`config.mk`:
```
export PLATFORM = sky130hd
export DESIGN_NAME = bti_queue
export DESIGN_NICKNAME = d
export VERILOG_FILES = /design/src/rtl/bti_pkg.sv /design/src/rtl/bti_queue.sv
export SDC_FILE = /design/constraint.sdc
export NUM_CORES = 1
export LEC_CHECK = 0
export ABC_AREA = 1
export BUFFER_PORTS_ARGS = -buffer_cell sky130_fd_sc_hd__buf_2
export CAP_MARGIN = 10
export CORE_ASPECT_RATIO = 1.2
export CORE_UTILIZATION = 31
export CTS_BUF_LIST = sky130_fd_sc_hd__clkbuf_8
export DETAILED_ROUTE_END_ITERATION = 8
export HOLD_SLACK_MARGIN = 0.08
export SLEW_MARGIN = 20
export SYNTH_ARGS = -nofsm -noshare
export SYNTH_HDL_FRONTEND = slang
export SYNTH_SLANG_ARGS = --single-unit
```
`constraint.sdc`:
```
create_clock -name clk -period 5.7 [get_ports clk]
set_clock_uncertainty 0.15 [all_clocks]
set_input_delay 0.855 -clock clk [delete_from_list [all_inputs] [get_ports clk]]
set_output_delay 0.855 -clock clk [all_outputs]
set_load 0.01 [all_outputs]
```
`src/rtl/bti_pkg.sv`:
```
package bti_pkg;

  localparam int TABLE_DEPTH_DEF = 4096;
  localparam int MAX_BREAKS_DEF  = 64;
  localparam int FRAC_BITS       = 16;
  localparam int QUEUE_DEPTH     = 2;
  // Horner accumulator width, covers |c1|+|c2|+|c3|+2|f| for 32-bit samples
  localparam int ACC_W           = 40;
  // stencil start, wide enough for any break count up to 256
  localparam int FL_W            = 10;
  localparam int CFG_IDX_W       = 3;

  localparam logic [CFG_IDX_W-1:0] CFG_BREAKS_DIM0   = 3'd0;
  localparam logic [CFG_IDX_W-1:0] CFG_BREAKS_DIM1   = 3'd1;
  localparam logic [CFG_IDX_W-1:0] CFG_MIN_DIM0      = 3'd2;
  localparam logic [CFG_IDX_W-1:0] CFG_MIN_DIM1      = 3'd3;
  localparam logic [CFG_IDX_W-1:0] CFG_INV_STEP_DIM0 = 3'd4;
  localparam logic [CFG_IDX_W-1:0] CFG_INV_STEP_DIM1 = 3'd5;

  localparam logic ACT_WRITE = 1'b0;
  localparam logic ACT_QUERY = 1'b1;

  typedef enum logic [1:0] {MODE_LEFT, MODE_CENTRE, MODE_RIGHT} mode_t;

  typedef enum logic [2:0] {F_IDLE, F_MUL0, F_MUL1, F_CLS1, F_PUSH} front_state_t;

  typedef enum logic {B_IDLE, B_RUN} back_state_t;

  typedef struct packed {
    logic                    action;
    logic [11:0]             addr;
    logic [31:0]             value;
    logic signed [FL_W-1:0]  fl0;
    logic signed [FL_W-1:0]  fl1;
    logic [FRAC_BITS-1:0]    t0;
    logic [FRAC_BITS-1:0]    t1;
    mode_t                   m0;
    mode_t                   m1;
  } item_t;

endpackage

```
`src/rtl/bti_queue.sv`:
```
module bti_queue (
  input  logic           clk,
  input  logic           rst_n,
  input  logic           push,
  input  bti_pkg::item_t din,
  output logic           full,
  input  logic           pop,
  output bti_pkg::item_t dout,
  output logic           valid
);

  localparam int PW = $clog2(bti_pkg::QUEUE_DEPTH);
  localparam int CW = $clog2(bti_pkg::QUEUE_DEPTH + 1);

  bti_pkg::item_t mem_r [bti_pkg::QUEUE_DEPTH];
  logic [PW-1:0]  wp_r, rp_r;
  logic [CW-1:0]  cnt_r;

  assign full  = (cnt_r == CW'(bti_pkg::QUEUE_DEPTH));
  assign valid = (cnt_r != '0);
  assign dout  = mem_r[rp_r];

  always_ff @(posedge clk) begin
    if (push) begin
      mem_r[wp_r] <= din;
    end
  end

  // depth is a power of two, pointers wrap on their own
  always_ff @(posedge clk) begin
    if (!rst_n) begin
      wp_r  <= '0;
      rp_r  <= '0;
      cnt_r <= '0;
    end else begin
      if (push) begin
        wp_r <= wp_r + PW'(1);
      end
      if (pop) begin
        rp_r <= rp_r + PW'(1);
      end
      if (push && !pop) begin
        cnt_r <= cnt_r + CW'(1);
      end else if (pop && !push) begin
        cnt_r <= cnt_r - CW'(1);
      end
    end
  end

endmodule

```
# ---- Yosys cells after proc, flatten, opt, wreduce, memory -nomap -nowiden
# Memories as Yosys holds them, arrays and structs flattened. A register that Yosys moved wholly into a read port is not among the register bits.
# Index checks and enable logic that the tools add are counted.
dict set report word_totals {
  ff_bits 4
  ram_bits 202
  output_inout_bits 103
  memories 1
}
# memory depth word_bits rd rd_ports_with_merged_regs write_ports line
set memory_table {}
lappend memory_table {mem_r 2 101 1 1 1 bti_queue.sv:15} ;# bti_pkg::item_t mem_r [bti_pkg::QUEUE_DEPTH];
dict set report op_classes {
  add_sub_neg 4
  eq_ne 1
  muxes 6
  reduce_logical 6
}
# op count
set ops {}
lappend ops {{$mux 1} 4}
lappend ops {{$mux 2} 2}
lappend ops {{$reduce_bool 2->1} 2}
lappend ops {{$add 1x1->1 const B} 2}
lappend ops {{$add 2x1->2 const B} 1}
lappend ops {{$eq 2x2->1 const B} 1}
lappend ops {{$logic_and 1x1->1} 2}
lappend ops {{$logic_not 1->1} 2}
lappend ops {{$sub 2x1->2 const B} 1}

# ---- Logic depth before layout (Yosys ltp)
# Gate-level depths: netlist of the first run.
dict set report logic_depth {
  word_depth 4
  mapped_depth 8
  depth_no_buf 8
}

# ---- Least setup slack after synthesis of the first run
# No wires, ideal clock.
dict set report synth_timing {
  path_kind {input port to flip-flop}
  from {input push}
  to {memory mem_r[0][0] (netlist name), enable pin}
  setup_ns 0.564
  t_arrival_ns 5.123
  t_required_ns 4.986
  slack_ns -0.137
  cell_stages 2
  path_cell_list {inv_1 > nor2_1}
}
dict set report synth_via {
  elab_chain_len 2
}
# element line
set synth_lines {}
lappend synth_lines {{start: declaration} bti_queue.sv:4} ;# input logic push,
lappend synth_lines {{$mux 1} bti_queue.sv:24} ;# if (push) begin
lappend synth_lines {{$mux 1 (not written as such)} bti_queue.sv:25} ;# mem_r[wp_r] <= din;
lappend synth_lines {{end: declaration} bti_queue.sv:15}
# Every way passes these cells.

==> results.cfg, run 1 <==
[run_status]
status = finished, final reports clean

[placement]
place_congestion = 0.6962
io_buffers = 207
dp_slack_ns = 2.599
placed_cell_area_um2 = 9263
dpl.cell_count = 875
hpwl_um = 9921

[routing]
ant_nets = 0
drc = 0
wl_per_cell_um = 15.92
vias = 3972
drt-initial-drc-count = 98
drt_pass1_iterations = 4
wl_um = 14900
drt-vias-per-instance = 4.244

[timing]
maxSlewHeadroom_pct = 36.34
timing.fmax_mhz = 281.1
rsz0062_at_grt = false
final-max-slew-violation-count = 0
setup_ws_ns = 2.142
fin_crit_ns = 3.558
hold_viol = 0
holdWs_ns = 0.3501
setup_viol = 0
tns_ns = 0
min_period_over_period_pct = 62.42
worst_slew_pin_slew_ns = 0.9549

[synthesis]
synth_top_cell_by_area = edfxtp_1
synth_warnings = 0
ys_top_cells_by_count = edfxtp_1 (202), mux2_4 (90), mux2_2 (11)
synth.most_common_cell = edfxtp_1
synth_area_leaders = edfxtp_1 (76%), mux2_4 (17%), buf_12 (2.3%)
postSynthAreaPerCell_um2 = 22.82
async_flop_share_pct = 0
synthesis.nets = 455
ys.flop_type = edfxtp_1
ys_ff_latch = 207
syn_area_um2 = 7965
yosysTopAreaCellShare_pct = 76.15
postSynthCellCount = 349
synth_edf_count = 202
synth_cell_types = 15
ys_seq_area_share_pct = 77.41

[floorplan]
num_rows = 63
ioPinCount = 208
fp.dieH_um = 177.6
start_util_pct = 31.88
die_w_um = 148.3
die_area_um2 = 26340
coreArea_um2 = 24990

[final_layout]
num-fill-cells = 2290
fin_cells = 936
layout-drive-gt1-share_pct = 59.41
fin_nets = 693
antenna_cells = 0
design_area_um2 = 9975
syn_to_final_growth_pct = 25.23

[global_route]
grt_max_degree = 71
overflow = 0
antenna_found_initial = 1
grt_pass1_wl_um = 22030
track_usage_pct = 11.07
first_global_vias = 4349

[clocking]
clock-sinks = 207
post_cts_buffers = 0
cts_tree = yes
cts-root-buf = clkbuf_8
clockBufferDepth = 3
ctsHoldBuffers = 0
clk_latency_ns = 0.50
cts_resized = 0
cts.clk_slew.worst_paths_ns = 0.06
cts_buffers = 35
cts_max_level = 2

[worst_setup_path]
r2r_setup_slack_ns = 3.45
cp_max_fo = 50
worstSetupEndpointType = primary output
reg2reg_to = mem_r[1][28]
cp.arrival_ns = 2.55
crit_path_start_kind = register
ff2ff_path_depth = 3
crit_type = reg -> out
r2r_start = wp_r
critPathRequiredTime_ns = 4.70
crit_path_end = dout[75]

[pwr]
powerDensity_nw_per_um2 = 347.7
p_leak_uw = 0.003989
peakVddDrop_v = 0.0002281

[job]
cap_violations = 0

[worst_hold_path]
hold_path.class = reg -> reg
min-delay-start = rp_r
## how the worst min path moves through the flow
stage	cells after the start	endpoint	slack (ns)
floorplan	2	register	0.31
global placement	2	rp_r	0.33
detailed placement	2	register	0.34
CTS	1	mem_r[1][75]	0.34
global route	1	mem_r[0][54]	0.35
finish	2	register	0.35
## critical path: stages, from the launching register on
cell and delay [ns]:
dfxtp_4 0.96, buf_4 0.58, mux2_4 0.35, buf_2 0.14
## through the flow
stage	total power [uW]	utilization, %
after detailed placement	2168	37.07
after floorplan	2041	-
after CTS	3530	39.92
after global routing	3615	39.92
final	3468	39.92
after global placement	2153	37.07
## layout make-up
type | instances | area (um2) | share of cell area, %
sequential | 207 | 6170 | 61.85
tap | 325 | 406.6 | 4.077
clock buffer | 37 | 509.2 | 5.105
inverter | 8 | 32.53 | 0.3261
multi-input combinational | 123 | 1580 | 15.84
timing repair buffer | 212 | 1074 | 10.76
clock inverter | 24 | 202.7 | 2.032
## state kept, by name (all words and copies together), names as in the netlist, named ones only
register / cells
mem_r: 202
wp_r: 1
rp_r: 1
cnt_r: 2
## kinds of logic after synthesis
logic type | count (synthesis) | synth area share (%)
buf+inv | 19 | 2.843
fa+ha+maj | 1 | 0.1571
compound gates | 2 | 0.1255
simple gates | 19 | 0.9425
mux | 101 | 18.52
flops | 207 | 77.41
## power breakdown
part           switching, uW  internal [uW]  leakage [uW]
clock network            558            782      0.000394
registers               34.8           1760       0.00194
logic                    157            173       0.00166
total                    750           2720       0.00399
## routing by layer
metal / global-route usage [%] / wire length [um]
met5: 0 / 13
met3: 3.805 / 1102
met4: 6.057 / 607
met1: 11.50 / 5458
met2: 19.50 / 7715
## cells in the final DEF, fill, tap and decap left out, types with 4 or more instances in the layout
cell | netlist | layout
clkbuf_8 | 0 | 37
nor2_1 | 8 | 7
clkinv_1 | 0 | 7
mux2_2 | 11 | 11
dfxtp_1 | 5 | 4
inv_1 | 8 | 14
bufinv_16 | 0 | 4
nand2_1 | 9 | 9
mux2_4 | 90 | 90
buf_2 | 1 | 207
clkinv_2 | 0 | 6
buf_4 | 0 | 5
edfxtp_1 | 202 | 202
Note: power is estimated with default switching activity, not from simulation.
==> inputs of run 2 (changes only) <==
- clock period: 5.7 -> 3.2 ns (I/O delays scaled with it)
==> run 2 against run 1 <==
  * First-iteration DRC count increased by 60%
  * Setup slack got worse by 1.4 ns
  * Critical path type unchanged
  * Cell area increased by 10%
  * Die area unchanged
  * Global-route usage increased by 0.98 points
  * Clock power increased by 63%
  * Core utilization increased by 4.0 points
  * Wire length increased by 7.3%
  * Power increased by 76%
  * Count of clock-buffer cells in the layout increased by 2
  * Critical path depth unchanged
  * Hold slack got worse by 0.21 ns
==> results.cfg, run 2 (synthesis gave the netlist of run 1 again) <==
[worst_hold_path]
hold_path.class = in -> reg

[timing]
tns_ns = 0
holdWs_ns = 0.1360
timing.fmax_mhz = 410.7
final-max-slew-violation-count = 0
fin_crit_ns = 2.435
worst_slew_pin_slew_ns = 0.9363
hold_viol = 0
maxSlewHeadroom_pct = 37.58
rsz0062_at_grt = false
min_period_over_period_pct = 76.09
setup_viol = 0

[pwr]
pwr-share-seq_pct = 52.2
power_uw = 6090
powerDensity_nw_per_um2 = 554.3
combPwrFrac_pct = 11.9
switching_share_pct = 22.25
p_leak_uw = 0.004409
power.switching_uw = 1355
p_int_uw = 4735
peakVddDrop_v = 0.0004112
clockPowerShare_pct = 35.9

[placement]
place_congestion = 0.7289
io_buffers = 207
hpwl_um = 9966
dpl.cell_count = 877

[floorplan]
num_rows = 63
coreArea_um2 = 24990
start_util_pct = 31.88
die_area_um2 = 26340
fp.dieH_um = 177.6
die_w_um = 148.3
ioPinCount = 208

[worst_setup_path]
crit_type = reg -> out
ff2ff_path_depth = 3
r2r_setup_slack_ns = 1.26
cp.arrival_ns = 1.81
worstSetupEndpointType = primary output
crit_path_end = dout[3]
r2r_start = wp_r
cp_max_fo = 57
reg2reg_to = mem_r[1][42]
critPathRequiredTime_ns = 2.57
crit_path_start_kind = register

[routing]
ant_nets = 0
drt-vias-per-instance = 4.183
drt_pass1_iterations = 4
met3_length_um = 972
wl_um = 15990
highest_layer = met4
drt-initial-drc-count = 157
vias = 4355
drc = 0
wl_met2_um = 8609
wl_per_cell_um = 15.36
wl_met1_um = 6102

[final_layout]
largestRegisters = mem_r: 202 flops, cnt_r: 2 flops
regArea_um2 = 6170
antenna_cells = 0
mostFrequentLayoutCell = buf_2
layout_common_cells = buf_2 (207), edfxtp_1 (202), dlygate4sd3_1 (102)
top_register = mem_r
syn_to_final_growth_pct = 37.92
multi_input_area_um2 = 1580
fin_nets = 796
largest_reg_flops = 202
fin_cells = 1041
layout-drive-gt1-share_pct = 51.12
num-fill-cells = 2194

[clocking]
cts_max_level = 2
cts.clk_slew.worst_paths_ns = 0.05
cts_tree = yes
cts-root-buf = clkbuf_8
clock-sinks = 207
clockBufferDepth = 3
post_cts_buffers = 0
clk_latency_ns = 0.48
cts_buffers = 34

[run_status]
status = finished, final reports clean

[job]
cap_violations = 0

[global_route]
first_global_vias = 4777
overflow = 0
grt_max_degree = 68
antenna_found_initial = 0
grt_pass1_wl_um = 24150
track_usage_pct = 12.05
run 2: how the worst min path moves through the flow:
stage                     depth (start not counted)        to  slack [ns]  startpoint
after floorplan                                   2  register        0.31        rp_r
after global placement                            2      rp_r        0.33        rp_r
after detailed placement                          2  register        0.34        rp_r
after CTS                                         3      wp_r        0.09        push
after global routing                              3      wp_r        0.12        push
final                                             3      wp_r        0.14        push
run 2: power groups by stage:
stage                     combinational [uW]  clock, uW  sequential (uW)
after detailed placement                 638          0             3230
after floorplan                          406          0             3230
after global routing                     783       2410             3190
final                                    725       2190             3180
after CTS                                739       2280             3180
after global placement                   624          0             3230
run 2: repair_timing:
item | in CTS | in global routing
gates resized for setup | 0 | 0
hold buffers | 102 | 0
hold endpoints to repair | 203 | 0
run 2: critical path, cell delays in order, from the launching register on:
cell     delay (ns)
dfxtp_4        0.39
buf_12         0.34
mux2_4         0.35
buf_2          0.14
run 2: layout make-up:
class | count | area share [%]
Sequential cell | 207 | 56.16
Multi-Input combinational cell | 123 | 14.39
Timing Repair Buffer | 316 | 19.43
Inverter | 8 | 0.2961
Tap cell | 325 | 3.702
Clock inverter | 23 | 1.139
Clock buffer | 39 | 4.886
run 2: stage by stage:
step                setup WS [ns]  instance area, um2  util, %
floorplan                 0.08634                7973        -
global placement            1.064                9303    37.23
detailed placement          1.017                9303    37.23
CTS                        0.6914               10990    43.96
global route               0.6533               10990    43.96
finish                     0.7650               10990    43.96
run 2: layer usage:
metal  vias up  track usage [%]
met5         -                0
met4         0            4.381
met3        27            3.496
met2       160            22.55
met1      2116            12.66
li1       2052                -
