$ cat src/rtl/bti_pkg.sv
package bti_pkg;

  localparam int TABLE_DEPTH_DEF = 4096;
  localparam int MAX_BREAKS_DEF  = 64;
  localparam int FRAC_BITS       = 16;
  localparam int QUEUE_DEPTH     = 2;
  // Horner accumulator width, covers |c1|+|c2|+|c3|+2|f| for 32-bit samples
  localparam int ACC_W           = 40;
  // stencil start, wide enough for any break count up to 256
  localparam int FL_W            = 10;
  localparam int CFG_IDX_W       = 3;

  localparam logic [CFG_IDX_W-1:0] CFG_BREAKS_DIM0   = 3'd0;
  localparam logic [CFG_IDX_W-1:0] CFG_BREAKS_DIM1   = 3'd1;
  localparam logic [CFG_IDX_W-1:0] CFG_MIN_DIM0      = 3'd2;
  localparam logic [CFG_IDX_W-1:0] CFG_MIN_DIM1      = 3'd3;
  localparam logic [CFG_IDX_W-1:0] CFG_INV_STEP_DIM0 = 3'd4;
  localparam logic [CFG_IDX_W-1:0] CFG_INV_STEP_DIM1 = 3'd5;

  localparam logic ACT_WRITE = 1'b0;
  localparam logic ACT_QUERY = 1'b1;

  typedef enum logic [1:0] {MODE_LEFT, MODE_CENTRE, MODE_RIGHT} mode_t;

  typedef enum logic [2:0] {F_IDLE, F_MUL0, F_MUL1, F_CLS1, F_PUSH} front_state_t;

  typedef enum logic {B_IDLE, B_RUN} back_state_t;

  typedef struct packed {
    logic                    action;
    logic [11:0]             addr;
    logic [31:0]             value;
    logic signed [FL_W-1:0]  fl0;
    logic signed [FL_W-1:0]  fl1;
    logic [FRAC_BITS-1:0]    t0;
    logic [FRAC_BITS-1:0]    t1;
    mode_t                   m0;
    mode_t                   m1;
  } item_t;

endpackage

$ cat src/rtl/bti_back.sv
module bti_back #(
  parameter int TABLE_DEPTH = bti_pkg::TABLE_DEPTH_DEF,
  parameter int MAX_BREAKS  = bti_pkg::MAX_BREAKS_DEF,
  localparam int NBW = $clog2(MAX_BREAKS + 1),
  localparam int AW  = $clog2(TABLE_DEPTH)
) (
  input  logic                  clk,
  input  logic                  rst_n,
  input  logic                  q_valid,
  input  bti_pkg::item_t        q_item,
  output logic                  pop,
  input  logic [NBW-1:0]        nb0,
  input  logic [NBW-1:0]        nb1,
  output logic                  ram_we,
  output logic                  ram_re,
  output logic [AW-1:0]         ram_addr,
  output logic [31:0]           ram_wdata,
  input  logic [31:0]           ram_rdata,
  output logic                  out_valid,
  input  logic                  out_ready,
  output logic [31:0]           out_data
);

  localparam int IW = bti_pkg::FL_W + 1;
  localparam int LW = 2 * NBW + 2;
  localparam int AC = bti_pkg::ACC_W;
  localparam int PRW = AC + bti_pkg::FRAC_BITS + 1;

  bti_pkg::back_state_t st_r, st_nxt;

  logic signed [bti_pkg::FL_W-1:0] fl0_r, fl1_r;
  logic [bti_pkg::FRAC_BITS-1:0]   t0_r, t1_r, tt_r;
  bti_pkg::mode_t                  m0_r, m1_r;
  logic [4:0]                      fc_r, ld_r;
  logic                            rv_r, ir_r;
  logic [3:0]                      ti_r;
  logic signed [31:0]              taps_r [16];
  logic signed [31:0]              rows_r [4];
  logic                            cb_r;
  logic [1:0]                      cs_r;
  logic [2:0]                      cr_r;
  logic signed [AC-1:0]            acc_r, c2_r, c1_r, f2_r;
  logic                            out_valid_r;
  logic [31:0]                     out_data_r;

  logic                 issue, in_rng, wr_rng, final_row, start, finish, done, out_free;
  logic signed [IW-1:0] i0, i1;
  logic [LW-1:0]        lin;
  logic [31:0]          lin32, wa32;
  logic signed [AC-1:0] fe [4];
  logic signed [AC-1:0] c1, c2, c3, addend, acc_step;
  logic signed [PRW-1:0] prod;
  logic signed [AC-1:0] half;
  logic signed [31:0]   res;
  bti_pkg::mode_t       msel;

  function automatic logic signed [31:0] sat32(input logic signed [AC-1:0] v);
    if (v > $signed(AC'(32'h7fffffff))) begin
      return 32'sh7fffffff;
    end else if (v < -$signed(AC'(33'h080000000))) begin
      return 32'sh80000000;
    end
    return v[31:0];
  endfunction

  // stencil fetch address
  always_comb begin
    issue = (st_r == bti_pkg::B_RUN) && !fc_r[4];
    i0 = IW'(fl0_r) + IW'($signed({1'b0, fc_r[1:0]}));
    i1 = IW'(fl1_r) + IW'($signed({1'b0, fc_r[3:2]}));
    lin = LW'(i0[NBW-1:0]) + LW'(nb0) * LW'(i1[NBW-1:0]);
    lin32 = 32'(lin);
    in_rng = !i0[IW-1] && (i0 < $signed(IW'(nb0))) &&
             !i1[IW-1] && (i1 < $signed(IW'(nb1))) &&
             (lin32 < TABLE_DEPTH);
    wa32 = 32'(q_item.addr);
    wr_rng = (wa32 < TABLE_DEPTH);
  end

  // curve unit operand select and coefficients
  always_comb begin
    final_row = cr_r[2];
    for (int k = 0; k < 4; k++) begin
      fe[k] = final_row ? AC'(rows_r[k]) : AC'(taps_r[{cr_r[1:0], 2'(k)}]);
    end
    msel = final_row ? m1_r : m0_r;
    unique case (msel)
      bti_pkg::MODE_LEFT: begin
        c1 = -(fe[1] * 3) + fe[2] * 4 - fe[3];
        c2 = fe[1] - fe[2] * 2 + fe[3];
        c3 = '0;
      end
      bti_pkg::MODE_RIGHT: begin
        c1 = fe[2] - fe[0];
        c2 = fe[0] - fe[1] * 2 + fe[2];
        c3 = '0;
      end
      default: begin
        c1 = fe[2] - fe[0];
        c2 = fe[0] * 2 - fe[1] * 5 + fe[2] * 4 - fe[3];
        c3 = -fe[0] + fe[1] * 3 - fe[2] * 3 + fe[3];
      end
    endcase
    start = (st_r == bti_pkg::B_RUN) && !cb_r &&
            (final_row || (ld_r >= {3'({1'b0, cr_r[1:0]} + 3'd1), 2'b00}));
    unique case (cs_r)
      2'd0:    addend = c2_r;
      2'd1:    addend = c1_r;
      default: addend = f2_r;
    endcase
    prod     = acc_r * $signed({1'b0, tt_r});
    acc_step = AC'(prod >>> bti_pkg::FRAC_BITS) + addend;
    half     = acc_r >>> 1;
    res      = sat32(half);
    out_free = !out_valid_r || out_ready;
    finish   = cb_r && (cs_r == 2'd3) && (!final_row || out_free);
    done     = finish && final_row;
  end

  always_comb begin
    st_nxt = st_r;
    unique case (st_r)
      bti_pkg::B_IDLE: begin
        if (q_valid && q_item.action == bti_pkg::ACT_QUERY) begin
          st_nxt = bti_pkg::B_RUN;
        end
      end
      bti_pkg::B_RUN: begin
        if (done) begin
          st_nxt = bti_pkg::B_IDLE;
        end
      end
      default: st_nxt = bti_pkg::B_IDLE;
    endcase
  end

  always_comb begin
    pop       = (st_r == bti_pkg::B_IDLE) && q_valid;
    ram_we    = pop && (q_item.action == bti_pkg::ACT_WRITE) && wr_rng;
    ram_re    = issue;
    ram_addr  = ram_we ? wa32[AW-1:0] : lin32[AW-1:0];
    ram_wdata = q_item.value;
  end

  always_ff @(posedge clk) begin
    if (!rst_n) begin
      st_r        <= bti_pkg::B_IDLE;
      fc_r        <= '0;
      ld_r        <= '0;
      rv_r        <= 1'b0;
      cb_r        <= 1'b0;
      cs_r        <= '0;
      cr_r        <= '0;
      out_valid_r <= 1'b0;
    end else begin
      st_r <= st_nxt;
      if (pop && q_item.action == bti_pkg::ACT_QUERY) begin
        fc_r <= '0;
        ld_r <= '0;
        rv_r <= 1'b0;
        cb_r <= 1'b0;
        cs_r <= '0;
        cr_r <= '0;
      end else begin
        rv_r <= issue;
        if (issue) begin
          fc_r <= fc_r + 5'd1;
        end
        if (rv_r) begin
          ld_r <= ld_r + 5'd1;
        end
        if (start) begin
          cb_r <= 1'b1;
          cs_r <= '0;
        end else if (finish) begin
          cb_r <= 1'b0;
          if (!final_row) begin
            cr_r <= cr_r + 3'd1;
          end
        end else if (cb_r && cs_r != 2'd3) begin
          cs_r <= cs_r + 2'd1;
        end
      end
      if (done) begin
        out_valid_r <= 1'b1;
      end else if (out_ready) begin
        out_valid_r <= 1'b0;
      end
    end
  end

  always_ff @(posedge clk) begin
    if (pop) begin
      fl0_r <= q_item.fl0;
      fl1_r <= q_item.fl1;
      t0_r  <= q_item.t0;
      t1_r  <= q_item.t1;
      m0_r  <= q_item.m0;
      m1_r  <= q_item.m1;
    end
    if (issue) begin
      ti_r <= fc_r[3:0];
      ir_r <= in_rng;
    end
    if (rv_r) begin
      taps_r[ti_r] <= ir_r ? $signed(ram_rdata) : 32'sd0;
    end
    if (start) begin
      acc_r <= c3;
      c2_r  <= c2;
      c1_r  <= c1;
      f2_r  <= fe[1] * 2;
      tt_r  <= final_row ? t1_r : t0_r;
    end else if (cb_r && cs_r != 2'd3) begin
      acc_r <= acc_step;
    end
    if (finish && !final_row) begin
      rows_r[cr_r[1:0]] <= res;
    end
    if (done) begin
      out_data_r <= res;
    end
  end

  assign out_valid = out_valid_r;
  assign out_data  = out_data_r;

endmodule

$ cat config.mk
export PLATFORM = sky130hd
export DESIGN_NAME = bti_back
export DESIGN_NICKNAME = d
export VERILOG_FILES = /design/src/rtl/bti_pkg.sv /design/src/rtl/bti_back.sv
export SDC_FILE = /design/constraint.sdc
export NUM_CORES = 2
export LEC_CHECK = 0
export ABC_AREA = 1
export ABC_CLOCK_PERIOD_IN_PS = 7950
export BUFFER_PORTS_ARGS = -buffer_cell sky130_fd_sc_hd__buf_2
export CAP_MARGIN = 40
export CORE_ASPECT_RATIO = 0.8
export CORE_UTILIZATION = 47
export DETAILED_ROUTE_END_ITERATION = 16
export SLEW_MARGIN = 5
export SYNTH_ARGS = -nofsm -noshare
export SYNTH_HDL_FRONTEND = slang
export SYNTH_SLANG_ARGS = --single-unit
export TNS_END_PERCENT = 20
$ cat constraint.sdc
create_clock -name clk -period 7.95 [get_ports clk]
set_clock_uncertainty 0.2 [all_clocks]
set_input_delay 0.3975 -clock clk [delete_from_list [all_inputs] [get_ports clk]]
set_output_delay 0.3975 -clock clk [all_outputs]
set_load 0.005 [all_outputs]
After elaboration in Yosys (flattened, before gate mapping):

Memory sizes are Yosys's and may differ from the RTL's. A register that Yosys moved wholly into a read port is not among the register bits.
Cells that the tools add are included.

* register bits: 287
* RAM bits: 640
* input port bits: 151
* output and inout bits: 80
* logic and storage cells: 145
* memories kept: 2

* add/sub/neg operators: 24
* multiply operators: 5
* order comparisons: 6
* eq/ne operators: 4
* multiplexer cells: 39
* bitwise gates (word level): 6
* reduce and logical (&&, ||, !) cells: 36

Memories
* taps_r: words 16, width 32, read ports 4, clocked after memory_dff 4, write ports 1, RTL line bti_back.sv:37 `logic signed [31:0] taps_r [16];`
* rows_r: words 4, width 32, read ports 4, clocked after memory_dff 0, write ports 1, RTL line bti_back.sv:38 `logic signed [31:0] rows_r [4];`

Operator list (number)
* 40-bit two-way mux: 8
* 40-bit adder: 7
* 40-bit subtractor: 7
* 40-bit case mux with 2 select lines: 2
* 32-bit two-way mux: 4
* 40-bit by 3-bit multiplier with 40-bit output (second input constant): 2
* 40-bit negation: 2
* 40-bit by 17-bit multiplier with 56-bit output: 1
* 40-bit by 4-bit multiplier with 40-bit output (second input constant): 1
* 39-bit by 32-bit > comparator with 1-bit output (second input constant): 1
* 39-bit by 32-bit < comparator with 1-bit output (second input constant): 1
* 4-bit two-way mux: 8
* 10-bit by 3-bit adder with 11-bit output: 2
* 11-bit by 8-bit < comparator with 1-bit output: 2
* 1-bit logical AND: 16
* 16-bit two-way mux: 1
* 7-bit by 14-bit adder with 15-bit output: 1
* 15-bit by 13-bit < comparator with 1-bit output (second input constant): 1
* 7-bit by 7-bit multiplier with 14-bit output: 1
* 1-bit two-way mux: 12
* 12-bit two-way mux: 1
* 5-bit by 1-bit adder with 5-bit output (second input constant): 2
* 1-bit logical NOT: 6
* 1-bit NOT: 6
* other kinds (17): 25

Logic depth before layout (Yosys ltp):

* depth in word-level cells: 8
* gate-level depth with buffers: 42

Worst setup path before layout:

OpenSTA, ideal clock, no wires.

* path type: flip-flop to flip-flop
* from: register acc_r[39]
* to: register acc_r[39], data pin
* setup time: 0.253 ns
* arrival: 6.885 ns
* setup slack: 0.612 ns
* cell stages (with the launch flop): 37
* buffers on the path: 2
* period minus slack after synthesis: 7.338 ns
* cells stage by stage: edfxtp_1 -> clkbuf_1 -> buf_1 -> nand2_1 -> inv_1 -> fa_1 -> fa_1 -> inv_1 -> fa_1 -> fa_1 -> inv_1 -> fa_1 -> inv_1 -> fa_1 -> inv_1 -> ha_1 -> nand2_1 -> nor2_1 -> inv_1 -> nor2_1 -> inv_1 -> nor4_1 -> nand2_1 -> nand4_1 -> nand2_1 -> ha_1 -> nand2_1 -> nor2_1 -> nand2_1 -> nor2_1 -> nand3_1 -> nand3_1 -> nand2_1 -> nand2_1 -> nand2_1 -> nand3_1 -> nand2_1

* longest elaborated chain between the ends: 4

RTL lines
* start, declared: RTL line bti_back.sv:42 `logic signed [AC-1:0] acc_r, c2_r, c1_r, f2_r;`
* start signal, assigned: RTL line bti_back.sv:215 `acc_r <= acc_step;`
* 40-bit by 17-bit multiplier with 56-bit output: RTL line bti_back.sv:111 `prod = acc_r * $signed({1'b0, tt_r});`
* 40-bit adder: RTL line bti_back.sv:112 `acc_step = AC'(prod >>> bti_pkg::FRAC_BITS) + addend;`
* 40-bit two-way mux: RTL line bti_back.sv:214 `end else if (cb_r && cs_r != 2'd3) begin`
* 40-bit two-way mux: RTL line bti_back.sv:208 `if (start) begin`

Every way passes these cells. The select of a mux whose other input is x is not followed.
A chain may end at the register's enable or synchronous reset.

Worst setup path after layout:

* from: register tt_r[11] (netlist bit)
* to: register acc_r[39], data pin

* longest elaborated chain between the ends: 4

RTL lines
* start, declared: RTL line bti_back.sv:32 `logic [bti_pkg::FRAC_BITS-1:0] t0_r, t1_r, tt_r;`
* start signal, assigned: RTL line bti_back.sv:213 `tt_r <= final_row ? t1_r : t0_r;`
* 40-bit by 17-bit multiplier with 56-bit output: RTL line bti_back.sv:111
* 40-bit adder: RTL line bti_back.sv:112
* 40-bit two-way mux: RTL line bti_back.sv:214
* 40-bit two-way mux: RTL line bti_back.sv:208

Every way passes these cells. The select of a mux whose other input is x is not followed.

==> impl_metrics.env <==
export IMPL_status="completed"
export IMPL_grt_pass1_wl_um=548000
export IMPL_synth_area_leader_cell="edfxtp_1"
export IMPL_ioPinCount=231
export IMPL_globalRoute_totalOverflow=0
export IMPL_worstMarginPinSlew_ns=1.04
export IMPL_drt_antenna_violating_nets=0
export IMPL_crit_path_max_fanout=7
export IMPL_synth_seq_cells=922
export IMPL_grt_use_total_pct=38.8
export IMPL_hold_class="input pin to flop"
export IMPL_synth_adder_area_share_pct=28.8
export IMPL_dp_hpwl_um=313000
export IMPL_syn_area_um2=91200
export IMPL_die_y_um=396
export IMPL_maxSlewHeadroom_pct=30.4
export IMPL_cts_root_buf="clkbuf_16"
export IMPL_hold_viol_final=0
export IMPL_synth_top_cell_area_share_pct=29.7
export IMPL_drive_above_1_share_pct=14.7
export IMPL_synthArstFlopShare_pct=0
export IMPL_worstSetupStartpointType="flop"
export IMPL_synth_commonest_cells="2592 x inv_1, 2417 x nand2_1, 967 x nor2_1"
export IMPL_antenna_found_initial=16
export IMPL_leakage_nw=53.1
export IMPL_yosysMostFrequentCell="inv_1"
export IMPL_drt_iter0_markers=8975
export IMPL_clk_path_buf_depth=3
export IMPL_crit_path_end_kind="flop"
export IMPL_routed_wl_um=382000
export IMPL_path_common_cell="nand2_1"
export IMPL_arrival_ns=8.09
export IMPL_fillCellCount=17900
export IMPL_slowest_delay_ns=0.61
export IMPL_synth_edff_count=901
export IMPL_muxShareOfSynthArea_pct=0
export IMPL_preCtsSetupSlack_ns=-0.710
export IMPL_finalSetupTns_ns=0
export IMPL_cap_violations=0
export IMPL_required_ns=8.18
export IMPL_portBuffers=166
export IMPL_htreeDepth=3
export IMPL_synth_simple_area_share_pct=17.9
export IMPL_drv_slew=0
export IMPL_clock_latency_ns=0.75
export IMPL_worst_ir_drop_vdd_mv=0.194
export IMPL_setup_viol=0
export IMPL_rsz0062_at_grt="yes"
export IMPL_drt_vias_per_instance=5.53
export IMPL_synth_compound_area_share_pct=9.70
export IMPL_power_density_nw_per_um2=105
export IMPL_clkTransAtPathRegs_ns=0.07
export IMPL_areaGrowthSynthToFinish_pct=19.2
export IMPL_synth_cell_types=46
export IMPL_syn_nets=12900
export IMPL_grt_max_degree=99
export IMPL_synth_main_ff_cell="edfxtp_1"
export IMPL_synth_top_family_by_area="adder cells"
export IMPL_std_cell_rows=144
export IMPL_synth_area_leaders="edfxtp_1 30%, fa_1 20%, inv_1 11%, nand2_1 10%, ha_1 8.4%"
export IMPL_route_detailed_drc=0
export IMPL_netlist_instances=11200
export IMPL_cts_inserted_buffers=97
export IMPL_coreArea_um2=193000
export IMPL_clkSinkCount=922
export IMPL_post_route_min_period_ns=7.86
export IMPL_synth_seq_area_share_pct=30.1
export IMPL_nNetsFinal=13900
export IMPL_cts_tree="built"
export IMPL_fin_crit_sh_pct=98.8
export IMPL_worst_setup_path_type="flop to flop"
export IMPL_synth_warnings=0
export IMPL_die_x_um=494
export IMPL_drtPass1Iterations=8
export IMPL_cp_slowest_cell="fa_2"
export IMPL_wire_per_inst_um=25.7
export IMPL_layout_setup_ws_ns=0.0919
export IMPL_start_util_pct=47.3
export IMPL_fmax_ghz=0.127
export IMPL_synth_area_per_cell_um2=8.12
export IMPL_die_area_um2=196000
export IMPL_gp_congestion=1.09
export IMPL_via_count=82100
export IMPL_grt_pass1_vias=81100
export IMPL_p_total_mw=11.4
export IMPL_fin_hold_ws_ns=0.0308
export IMPL_synth_xor_area_share_pct=1.10
state kept, by name, indices dropped and copies added, names as in the netlist, 5 cells and up, named ones only:
signal	flops
t1_r	16
ld_r	5
tt_r	16
fc_r	5
acc_r	40
rows_r	128
taps_r	512
out_data	32
c1_r	40
t0_r	16
fl1_r	10
c2_r	40
fl0_r	10
f2_r	32
critical path, delay by kind of cell (launching register included):
family	cells	cell delay, ns
AOI/OAI and AO/OA	2	0.27
xor gates and xnor gates	1	0.22
adders and majority gates	8	3.68
buffers and inverters	10	1.07
DFF	1	0.34
and+or+nand+nor	18	1.75
routing by layer:
layer | vias up | track usage (%) | part of all wire [%]
met5 | - | 0 | 0.015
met4 | 8 | 20.7 | 6.5
met3 | 755 | 7.33 | 9.1
met2 | 3867 | 58.2 | 43
met1 | 40400 | 53.1 | 42
li1 | 37100 | - | -
layout by cell type, fill, tap and decap left out, types with 59 or more instances in the layout:
master	count
a21oi_1	441
nand2_1	2341
nand3_1	428
nor2_2	65
clkbuf_16	103
nand2_2	63
nand4_1	69
dlygate4sd3_1	59
nor2_1	856
ha_1	569
inv_1	2564
fa_1	909
buf_2	168
buf_4	901
edfxtp_1	901
buf_12	69
o21ai_1	140
o22ai_1	131
o21ai_0	628
cells by family after synthesis:
kind of cell | after synthesis
AO/OA/AOI/OAI | 1636
XOR/XNOR | 114
adder cells (fa/ha/maj) | 1543
buffers and inverters | 2940
flip-flops | 922
AND/OR/NAND/NOR | 4066
worst paths after layout:
| path | slack [ns] | startpoint | cells past startpoint | to |
|---|---|---|---|---|
| hold reg to reg | 0.28 | ld_r[4]$_SDFFE_PP0P_ | 1 | ld_r[4]$_SDFFE_PP0P_ |
| setup reg to reg | 0.09 | tt_r[11]$_DFFE_PP_ | 39 | acc_r[39]$_DFFE_PP_ |
| setup / recovery | 0.09 | tt_r[11]$_DFFE_PP_ | 39 | acc_r[39]$_DFFE_PP_ |
| hold / removal | 0.03 | ram_rdata[12] | 3 | taps_r[1][12]$_DFFE_PP_ |
what timing repair did:
item | in CTS | in global routing
hold buffers | 59 | 0
endpoints found under the hold margin | 59 | 0
buffers inserted | 12 | 27
gates cloned | 2 | 5
resized for setup | 131 | 419
endpoints found under the setup margin | 34 | 36
pin swaps | 18 | 147
area by class of cell:
class / count / area, µm² / share of cell area, %
multi-input cells: 7359 / 54900 / 50.5
flip-flops and latches: 922 / 27500 / 25.3
repair buffers: 1224 / 10000 / 9.22
inverters: 2598 / 9770 / 8.99
well taps: 2555 / 3200 / 2.94
clock buffers: 115 / 2520 / 2.32
clock inverters: 67 / 768 / 0.707
diodes: 11 / 27.5 / 0.0253
power by group:
part	internal, mW	total, mW	switching [mW]
sequential	5.35	5.37	0.0137
clock	2.63	4.78	2.15
combinational	0.454	1.30	0.847
metrics by stage:
step | utilization, % | instance area [µm²] | std cells
after floorplan | - | 91200 | 11200
after global placement | 52.8 | 102000 | 14500
after detailed placement | 53.0 | 102000 | 14500
after CTS | 55.4 | 107000 | 14800
after global routing | 56.4 | 109000 | 14800
final | 56.4 | 109000 | 14900
Power figures use the tool's default switching activity.
